`src/sv/rfdaf_pkg.sv`:
```
// shared types and constants of the receive frame filter
package rfdaf_pkg;

    localparam int HISTORY_DEPTH = 16;
    localparam int ADDR_BITS     = 16;
    localparam int ACK_FRAME_LEN = 3;
    localparam int LEN_BITS      = 7;
    localparam int SEQ_BITS      = 8;
    localparam int VERDICT_BITS  = 3;
    localparam int CFG_IDX_BITS  = 2;
    localparam int CFG_DATA_BITS = ADDR_BITS;

    // configuration register indexes
    localparam logic [CFG_IDX_BITS-1:0] CFG_NODE_ADDRESS = 2'd0;
    localparam logic [CFG_IDX_BITS-1:0] CFG_ADDR_FILTER  = 2'd1;
    localparam logic [CFG_IDX_BITS-1:0] CFG_ACK_IGNORE   = 2'd2;
    localparam logic [CFG_IDX_BITS-1:0] CFG_DUP_FILTER   = 2'd3;

    typedef enum logic [VERDICT_BITS-1:0] {
        VERDICT_DELIVER    = 3'd0,
        VERDICT_ACK        = 3'd1,
        VERDICT_PARSE_FAIL = 3'd2,
        VERDICT_NOT_FOR_US = 3'd3,
        VERDICT_DUPLICATE  = 3'd4
    } t_verdict;

    typedef enum logic [1:0] {
        ST_IDLE,
        ST_SEARCH,
        ST_REPORT
    } t_state;

    // one history entry
    typedef struct packed {
        logic [ADDR_BITS-1:0] sender;
        logic [SEQ_BITS-1:0]  seq;
    } t_entry;

    // lookup walking down the cell chain
    typedef struct packed {
        logic                 valid;
        logic [ADDR_BITS-1:0] sender;
        logic [SEQ_BITS-1:0]  seq;
        logic                 hit;
    } t_query;

endpackage

```
`src/sv/rfdaf_cell.sv`:
```
// one history cell: holds an entry, compares a passing lookup, shifts on push
module rfdaf_cell (
    input  logic            i_clk,
    input  logic            i_rst_n,
    input  logic            i_push,
    input  rfdaf_pkg::t_entry i_entry,
    output rfdaf_pkg::t_entry o_entry,
    input  rfdaf_pkg::t_query i_query,
    output rfdaf_pkg::t_query o_query
);
    import rfdaf_pkg::*;

    t_entry r_entry;
    t_entry n_entry;
    t_query r_query;
    t_query n_query;

    // entry shift and lookup compare
    always_comb begin
        n_entry = i_push ? i_entry : r_entry;
        n_query = i_query;
        n_query.hit = i_query.hit | (i_query.valid &&
                      (i_query.sender == r_entry.sender) && (i_query.seq == r_entry.seq));
    end

    // history starts zeroed
    always_ff @(posedge i_clk) begin
        if (!i_rst_n) begin
            r_entry <= '0;
            r_query <= '0;
        end else begin
            r_entry <= n_entry;
            r_query <= n_query;
        end
    end

    assign o_entry = r_entry;
    assign o_query = r_query;

endmodule

```
`src/sv/rfdaf_ctrl.sv`:
```
// configuration registers, header prefilter and transaction sequencer
module rfdaf_ctrl (
    input  logic                                i_clk,
    input  logic                                i_rst_n,
    input  logic                                i_cfg_we,
    input  logic [rfdaf_pkg::CFG_IDX_BITS-1:0]  i_cfg_index,
    input  logic [rfdaf_pkg::CFG_DATA_BITS-1:0] i_cfg_data,
    input  logic                                i_start,
    output logic                                o_busy,
    input  logic [rfdaf_pkg::LEN_BITS-1:0]      i_frame_length,
    input  logic                                i_parse_ok,
    input  logic [rfdaf_pkg::ADDR_BITS-1:0]     i_dest_address,
    input  logic [rfdaf_pkg::ADDR_BITS-1:0]     i_src_address,
    input  logic [rfdaf_pkg::SEQ_BITS-1:0]      i_seq_number,
    output rfdaf_pkg::t_query                   o_query,
    input  rfdaf_pkg::t_query                   i_chain_end,
    output logic                                o_push,
    output rfdaf_pkg::t_entry                   o_push_entry,
    output logic                                o_done,
    output logic [rfdaf_pkg::VERDICT_BITS-1:0]  o_verdict
);
    import rfdaf_pkg::*;

    t_state                r_state;
    t_state                n_state;
    t_verdict              r_verdict;
    t_verdict              n_verdict;
    logic [ADDR_BITS-1:0]  r_node_address;
    logic                  r_addr_filter_on;
    logic                  r_ack_ignore_on;
    logic                  r_dup_filter_on;
    logic                  accept;
    t_verdict              pre_verdict;

    // configuration writes
    always_ff @(posedge i_clk) begin
        if (!i_rst_n) begin
            r_node_address   <= '0;
            r_addr_filter_on <= 1'b1;
            r_ack_ignore_on  <= 1'b0;
            r_dup_filter_on  <= 1'b0;
        end else if (i_cfg_we) begin
            case (i_cfg_index)
                CFG_NODE_ADDRESS: r_node_address   <= i_cfg_data[ADDR_BITS-1:0];
                CFG_ADDR_FILTER:  r_addr_filter_on <= i_cfg_data[0];
                CFG_ACK_IGNORE:   r_ack_ignore_on  <= i_cfg_data[0];
                CFG_DUP_FILTER:   r_dup_filter_on  <= i_cfg_data[0];
                default: ;
            endcase
        end
    end

    // verdict from the header alone, in priority order
    always_comb begin
        if (r_ack_ignore_on && (i_frame_length == LEN_BITS'(ACK_FRAME_LEN))) begin
            pre_verdict = VERDICT_ACK;
        end else if (!i_parse_ok) begin
            pre_verdict = VERDICT_PARSE_FAIL;
        end else if (r_addr_filter_on && (i_dest_address != r_node_address) &&
                     (i_dest_address != '0)) begin
            pre_verdict = VERDICT_NOT_FOR_US;
        end else begin
            pre_verdict = VERDICT_DELIVER;
        end
    end

    assign accept = i_start && (r_state == ST_IDLE);

    // sequencer: launch lookup, wait for chain end, report
    always_comb begin
        n_state          = r_state;
        n_verdict        = r_verdict;
        o_query          = '0;
        o_push           = 1'b0;
        o_push_entry     = '{sender: i_chain_end.sender, seq: i_chain_end.seq};
        case (r_state)
            ST_IDLE: begin
                if (accept) begin
                    n_verdict = pre_verdict;
                    if ((pre_verdict == VERDICT_DELIVER) && r_dup_filter_on) begin
                        o_query.valid  = 1'b1;
                        o_query.sender = i_src_address;
                        o_query.seq    = i_seq_number;
                        n_state        = ST_SEARCH;
                    end else begin
                        n_state = ST_REPORT;
                    end
                end
            end
            ST_SEARCH: begin
                if (i_chain_end.valid) begin
                    if (i_chain_end.hit) begin
                        n_verdict = VERDICT_DUPLICATE;
                    end else begin
                        n_verdict = VERDICT_DELIVER;
                        o_push    = 1'b1;
                    end
                    n_state = ST_REPORT;
                end
            end
            ST_REPORT: begin
                n_state = ST_IDLE;
            end
            default: begin
                n_state = ST_IDLE;
            end
        endcase
    end

    always_ff @(posedge i_clk) begin
        if (!i_rst_n) begin
            r_state <= ST_IDLE;
        end else begin
            r_state <= n_state;
        end
    end

    always_ff @(posedge i_clk) begin
        r_verdict <= n_verdict;
    end

    assign o_busy    = (r_state != ST_IDLE);
    assign o_done    = (r_state == ST_REPORT);
    assign o_verdict = r_verdict;

endmodule

```
`src/sv/rx_frame_dup_addr_filter_core.sv`:
```
// top level of the receive frame filter with duplicate history
// A frame header is taken when start is high and busy is low; its verdict
// appears on o_verdict with o_done high for exactly one cycle and must be
// taken then, as the receiver cannot stall. Frames decided by ack length,
// parse status or address (or any frame while duplicate filtering is off)
// report in the cycle after acceptance and free the block in the cycle after
// that. With duplicate filtering on, the lookup walks the chain of
// HISTORY_DEPTH history cells one cell per cycle, through the register of each
// cell in turn, and the block takes no new frame until the verdict has been
// reported; a delivered frame shifts into the front cell as its verdict is
// registered. Reset clears the history to zeros.
module rx_frame_dup_addr_filter_core (
    input  logic                                i_clk,
    input  logic                                i_rst_n,
    input  logic                                i_cfg_we,
    input  logic [rfdaf_pkg::CFG_IDX_BITS-1:0]  i_cfg_index,
    input  logic [rfdaf_pkg::CFG_DATA_BITS-1:0] i_cfg_data,
    input  logic                                start,
    output logic                                busy,
    input  logic [rfdaf_pkg::LEN_BITS-1:0]      i_frame_length,
    input  logic                                i_parse_ok,
    input  logic [rfdaf_pkg::ADDR_BITS-1:0]     i_dest_address,
    input  logic [rfdaf_pkg::ADDR_BITS-1:0]     i_src_address,
    input  logic [rfdaf_pkg::SEQ_BITS-1:0]      i_seq_number,
    output logic                                o_done,
    output logic [rfdaf_pkg::VERDICT_BITS-1:0]  o_verdict
);
    import rfdaf_pkg::*;

    t_query query_link [HISTORY_DEPTH+1];
    t_entry entry_link [HISTORY_DEPTH+1];
    logic   push;

    // sequencer and configuration
    rfdaf_ctrl u_ctrl (
        .i_clk          (i_clk),
        .i_rst_n        (i_rst_n),
        .i_cfg_we       (i_cfg_we),
        .i_cfg_index    (i_cfg_index),
        .i_cfg_data     (i_cfg_data),
        .i_start        (start),
        .o_busy         (busy),
        .i_frame_length (i_frame_length),
        .i_parse_ok     (i_parse_ok),
        .i_dest_address (i_dest_address),
        .i_src_address  (i_src_address),
        .i_seq_number   (i_seq_number),
        .o_query        (query_link[0]),
        .i_chain_end    (query_link[HISTORY_DEPTH]),
        .o_push         (push),
        .o_push_entry   (entry_link[0]),
        .o_done         (o_done),
        .o_verdict      (o_verdict)
    );

    // history chain, front cell first
    for (genvar k = 0; k < HISTORY_DEPTH; k++) begin : g_cell
        rfdaf_cell u_cell (
            .i_clk   (i_clk),
            .i_rst_n (i_rst_n),
            .i_push  (push),
            .i_entry (entry_link[k]),
            .o_entry (entry_link[k+1]),
            .i_query (query_link[k]),
            .o_query (query_link[k+1])
        );
    end

endmodule

```
`config.mk`:
```
export PLATFORM = sky130hd
export DESIGN_NAME = rx_frame_dup_addr_filter_core
export DESIGN_NICKNAME = d
export VERILOG_FILES = /design/src/sv/rfdaf_pkg.sv /design/src/sv/rfdaf_cell.sv /design/src/sv/rfdaf_ctrl.sv /design/src/sv/rx_frame_dup_addr_filter_core.sv
export SDC_FILE = /design/constraint.sdc
export NUM_CORES = 2
export LEC_CHECK = 0
export BUFFER_PORTS_ARGS = -buffer_cell sky130_fd_sc_hd__buf_2
export CAP_MARGIN = 20
export CELL_PAD_IN_SITES_DETAIL_PLACEMENT = 1
export CELL_PAD_IN_SITES_GLOBAL_PLACEMENT = 2
export CORE_ASPECT_RATIO = 1.4
export CORE_MARGIN = 4
export CORE_UTILIZATION = 42
export DETAILED_ROUTE_END_ITERATION = 16
export PLACE_DENSITY = 0.79
export SYNTH_ARGS = -nofsm -noshare
export SYNTH_HDL_FRONTEND = slang
export SYNTH_HIERARCHICAL = 1
export SYNTH_SLANG_ARGS = --single-unit
```
`constraint.sdc`:
```
create_clock -name i_clk -period 3.2 [get_ports i_clk]
set_clock_uncertainty 0.2 [all_clocks]
set_input_delay 0.64 -clock i_clk [delete_from_list [all_inputs] [get_ports i_clk]]
set_output_delay 0.64 -clock i_clk [all_outputs]
set_load 0.02 [all_outputs]
```
== Yosys cells after proc, flatten, opt, wreduce, memory -nomap -nowiden ==
Index checks and enable logic that the tools add are counted.
Widths: inputs -> output; s select.
Word-level totals
  output and inout bits: 5
  input port bits: 70
  logic and storage cells: 224
  bits in registers: 824
Cells by class
  reductions and logical operators: 49
  mux-type cells: 17
  eq/ne operators: 41
  bitwise logic cells: 15
Operators with widths (number)
  $eq 16x16->1: 16
  $eq 8x8->1: 16
  $mux 25: 3
  $logic_and 1x1->1: 37
  $ne 16x16->1: 1
  $reduce_bool 16->1: 1
  $mux 3: 5
  $or 1x1->1: 15
  $reduce_and 2->1: 5
  $mux 2: 4
  $eq 7x2->1 const B: 1
  $eq 2x2->1 const B: 3
  $pmux 3 s2: 1
  $eq 2x1->1 const B: 2
  $logic_not 2->1: 2
  $ne 2x1->1 const B: 2
  $pmux 2 s2: 1
  $reduce_bool 2->1: 2
  $logic_not 3->1: 1
  $mux 1: 3
  $reduce_and 3->1: 1

== Logic depth before layout (Yosys ltp) ==
  word-level depth: 14
  gate-level depth with buffers: 10
  depth with buffers taken out: 9

== Hierarchy ==
Netlist, hierarchy kept.
By module, submodules not included
  rfdaf_cell: cells each 165, area an instance 1864.3 um^2, seq. area each 1001.0 um^2, instances 16
  rfdaf_ctrl: cells each 194, area an instance 1625.3 um^2, seq. area each 510.5 um^2, instances 1

== Least setup slack after synthesis ==
OpenSTA, ideal clock, no wires.
  path kind: input-to-reg
  start: in i_frame_length[2] (netlist bit)
  end: reg g_cell[0].u_cell.r_query (netlist bit g_cell[0].u_cell/o_query[0])
  stages on the path: 10
  buffers on the path: 1
  data arrival time: 2.542 ns
  setup time: 0.059 ns
  setup slack: 0.399 ns
  data required time: 2.941 ns
  path through: or4_1 -> o21ai_1 -> or3_1 -> a211oi_4 -> buf_6 -> and2_1 -> xnor2_1 -> nand4_1 -> nor4_2 -> a22o_1
RTL lines
  start: declaration: RTL line rx_frame_dup_addr_filter_core.sv:20  | input logic [rfdaf_pkg::LEN_BITS-1:0] i_frame_length,
  end signal: assignment: RTL line rfdaf_cell.sv:33  | r_query <= n_query;
  end: declaration: RTL line rfdaf_cell.sv:15  | t_query r_query;

==> results <==
- The worst hold path cell count is 3.
- 0 antenna diodes ended up in the layout.
- The worst setup path is captured at a flip-flop.
- Counting along the longest clock path gives a buffer depth of 3.
- The detailed router's first-iteration violation count is 594.
- The pin count of the biggest net entering global routing is 154.
- In this run the worst hold path is classified as in -> reg.
- The critical path is of the reg -> reg type.
- The actual transition at the worst max-transition pin is 0.7831 ns.
- The Yosys step of the flow raised 6 warnings.
- Dividing the final minimum period by the clock period gives 0.8566.
- Walking the worst path, the cells encountered are xor2_1 > nor4_2 > nand4_2 > a211oi_4 > buf_12 > and2_1 > xnor2_1 > nand4_1 > nor3_1 > a22o_1.
- The number of clock sinks seen by CTS is 824.
- Across every metal layer, demand over resource in global routing totals 0.1777.
- The die outline area is 0.07939 mm2.
- The clock latency at the later pin of the worst-skew pair is 0.62 ns.
- Setup repair after global routing left no endpoint under its margin.
- The share of synthesized area in the top cell type comes to 0.5225.
- After synthesis the cells add up to 0.03145 mm2.
- The standard cell core area is 0.07412 mm2.
- The final global-route overflow total is 0.
- The count of buffers inserted at the top-level ports is 74.
- The die boundary width is 239.3 um.
- The number of placement rows is 118.
- From synthesis to final layout, the design area changed by 12.01%.
- In this run, post-CTS repair resized a total of 0 instances.
- Summing all multi-input logic gate instances after layout gives 0.01405 mm2.
- The length in cells of the worst reg-to-reg path is 10.
- The largest fanout on the critical path is 25.
- The count of hold buffers inserted by post-cts repair is 0.
- The tool flagged a number of max-cap violations equal to 0.
- The tree is rooted in a clkbuf_16.
- Wires add up to 71.40 mm.
- After routing, the total negative slack on setup checks comes to 0 ns.
- The synthesized area per cell is 11.10 um2.
- The shortest clock period the worst path allows after layout is 2.741 ns.
- The final hold slack is 0.06981 ns.
- On the worst path, the slowest cell contributes a delay of 0.34 ns.
- The count of state elements after synthesis is 824.
- The detailed-routing iteration count for the pre-antenna-repair pass is 6.
- The required arrival time at the worst endpoint is 3.57 ns.
- The maximum ir drop on the vdd rail is 0.0005411 V.
- Ranked by total cell area, the synthesized netlist is headed by dfxtp_1 52%, mux2i_1 12%, xnor2_1 11%.
- The final hold violation count is 0.
- The worst setup path is launched from a flip-flop.
- Dividing the detail-routed via count by the number of cells gives 4.790.
- Derived from the worst setup path, the maximum achievable clock frequency is 364.8 MHz.
- The last weighted congestion value of the routability-driven placer is 0.8077.
- Measured along the y axis, the die boundary spans 331.8 um.
- The first global-routing pass estimated 113.1 mm of wire.
- The share of the Yosys chip area taken by registers is 0.5254.
- The final max-slew violation count is 0.
- The number of buffers inserted during clock tree synthesis is 82.
- The post-synthesis cell type count is 41.
- The share of layout cells above drive strength 1 is 0.08664.
- At the worst endpoint, the arrival time is 3.11 ns.
- In the synthesized netlist, the number of instances is 2834.
- After clock tree synthesis, the clock-pin slew on the worst setup and hold paths is 0.06 ns.
- Across the whole layout, storage elements account for 0.01653 mm2.
- The count of fill cells added during filler insertion is 7832.
- The flow ran to the end, and the final reports show no timing, DRC or antenna violations.
- The final antenna-violating net count is 0.
- The areal power density over the cells is 574.4 mW/mm2.
- Setup violations remaining at the end of the flow were counted as 0.
- The number of nets at the end of the flow is 2931.
- For this run, design rule violations remaining after detail routing come to 0.
- The slowest stage cell on the critical path is a211oi_4.
- The initial utilization of the core area, before any placement, comes to 0.4244.
- The via count of the first global-routing pass is 20380.
- The final route contains 18590 vias.
- The initial antenna violation count is 0.
- The clock tree from TritonCTS is yes.
- The average wire length per cell after detail routing is 18.40 um.
- Summed over all nets, the half-perimeter wirelength after detailed placement is 50.55 mm.
- In this run the number of H-tree levels came out at 3.
- Pin placement for this block handled 75 I/O pins.
- The count of buffers added by post-CTS timing repair for setup is 0.
- Counting every net in the synthesized netlist gives 2904.
- The static leakage is 11.74 nW.
- The worst relative slew slack is 0.4780.
- The cell type contributing the most total cell area after synthesis is dfxtp_1.
==> metal layers <==
layer	vias to the layer above	wire length, um	track usage
li1	9248	-	-
met5	-	0	0
met3	104	1938	0.02625
met1	9045	28660	0.1962
met2	190	39090	0.3449
met4	0	1713	0.05499
==> path summary, 6_finish.rpt <==
| path | slack (ns) | from | to |
|---|---|---|---|
| max reg2reg | 0.46 | u_ctrl/r_node_address[8] | g_cell[0].u_cell/o_query[0] |
| max | 0.46 | u_ctrl/r_node_address[8] | g_cell[0].u_cell/o_query[0] |
| min reg2reg | 0.25 | g_cell[10].u_cell/o_query[0] | g_cell[11].u_cell/o_query[0] |
| min | 0.07 | i_cfg_data[13] | u_ctrl/r_node_address[13] |
==> critical path: cells and delay by family, from the launching register on <==
kind            cells  cell delay [ns]
flops               1             0.32
simple gates        5             1.15
buf+inv             1             0.19
xor+xnor            2             0.31
compound gates      2             0.50
==> sequential cells by signal (all words and copies together) (netlist names) <==
| signal | count |
|---|---|
| u_ctrl/r_addr_filter_on | 1 |
| u_ctrl/r_state | 2 |
| u_ctrl/o_verdict | 3 |
| u_ctrl/r_dup_filter_on | 1 |
| u_ctrl/r_node_address | 16 |
| g_cell.u_cell/o_query | 416 |
| u_ctrl/r_ack_ignore_on | 1 |
| g_cell.u_cell/o_entry | 384 |
==> layout make-up <==
type                            instances  share of cell area
Clock buffer                          127             0.07202
Tap cell                              960             0.03409
Clock inverter                         16            0.004759
Inverter                                2           0.0002131
Sequential cell                       824              0.4691
Multi-Input combinational cell       1848              0.3989
Timing Repair Buffer                  103             0.02088
==> report_power, final <==
group          switching (W)  total (W)  internal, W
Sequential        0.00000844     0.0103       0.0103
Combinational       0.000183   0.000321     0.000138
Clock                0.00395    0.00963      0.00568
Total                0.00414     0.0202       0.0161
==> cells by family after synthesis <==
| family | share of synthesized area |
|---|---|
| buffers and inverters | 0.02788 |
| AND/OR/NAND/NOR | 0.2016 |
| flip-flops | 0.5254 |
| AO/OA/AOI/OAI | 0.01078 |
| other | 0.0001192 |
| XOR/XNOR | 0.1114 |
| multiplexers | 0.1228 |
==> cell usage after synthesis <==
master / number
clkbuf_1: 69
nor2_1: 3
nor2b_1: 388
or3_1: 1
a211oi_4: 1
nand4_1: 80
nand3b_1: 1
inv_1: 2
a21oi_1: 3
a2bb2o_1: 1
dfxtp_1: 821
buf_2: 32
a21boi_1: 2
or4_1: 1
buf_4: 57
a221oi_1: 1
a41oi_1: 1
a21boi_0: 14
o21ai_1: 1
buf_6: 2
nor3_1: 18
xor2_1: 16
nand2b_1: 3
mux2i_1: 386
and2_1: 425
a31oi_1: 1
nand2_1: 52
and3b_1: 1
nor4_2: 20
conb_1: 1
or3b_2: 1
nor3b_2: 1
o21ai_0: 1
nand3_1: 17
nand4b_1: 1
edfxtp_1: 3
xnor2_1: 384
a22o_1: 16
or2_2: 1
nand4_2: 1
nor4_1: 4
==> cells in the final DEF (no fill, tap or decap), types with 4 or more instances in the layout <==
cell type,instances
buf_4,18
clkbuf_8,21
nand2_1,52
nor4_1,4
xor2_1,16
mux2i_1,386
nor2b_1,388
and2_1,425
a22o_1,16
nor4_2,20
nand3_1,17
buf_2,73
dfxtp_1,821
xnor2_1,384
clkbuf_16,87
clkbuf_1,19
clkinv_2,9
buf_12,11
a21boi_0,14
nand4_1,80
nor3_1,18
==> per-stage QoR <==
| step | area (um2) | power, W | instances | utilization | setup slack, ns |
|---|---|---|---|---|---|
| 4_1_cts | 35230 | 0.02056 | 3880 | 0.4753 | 0.4842 |
| 6_report | 35230 | 0.02024 | 3880 | 0.4753 | 0.4588 |
| 5_1_grt | 35230 | 0.02103 | 3880 | 0.4753 | 0.3194 |
| 3_3_place_gp | 32520 | 0.01083 | 3737 | 0.4388 | 0.06702 |
| 3_5_place_dp | 32520 | 0.01084 | 3737 | 0.4388 | 0.01904 |
| 2_1_floorplan | 31450 | 0.01071 | 2834 | - | 0.3991 |
(Power assumes the default switching activity.)
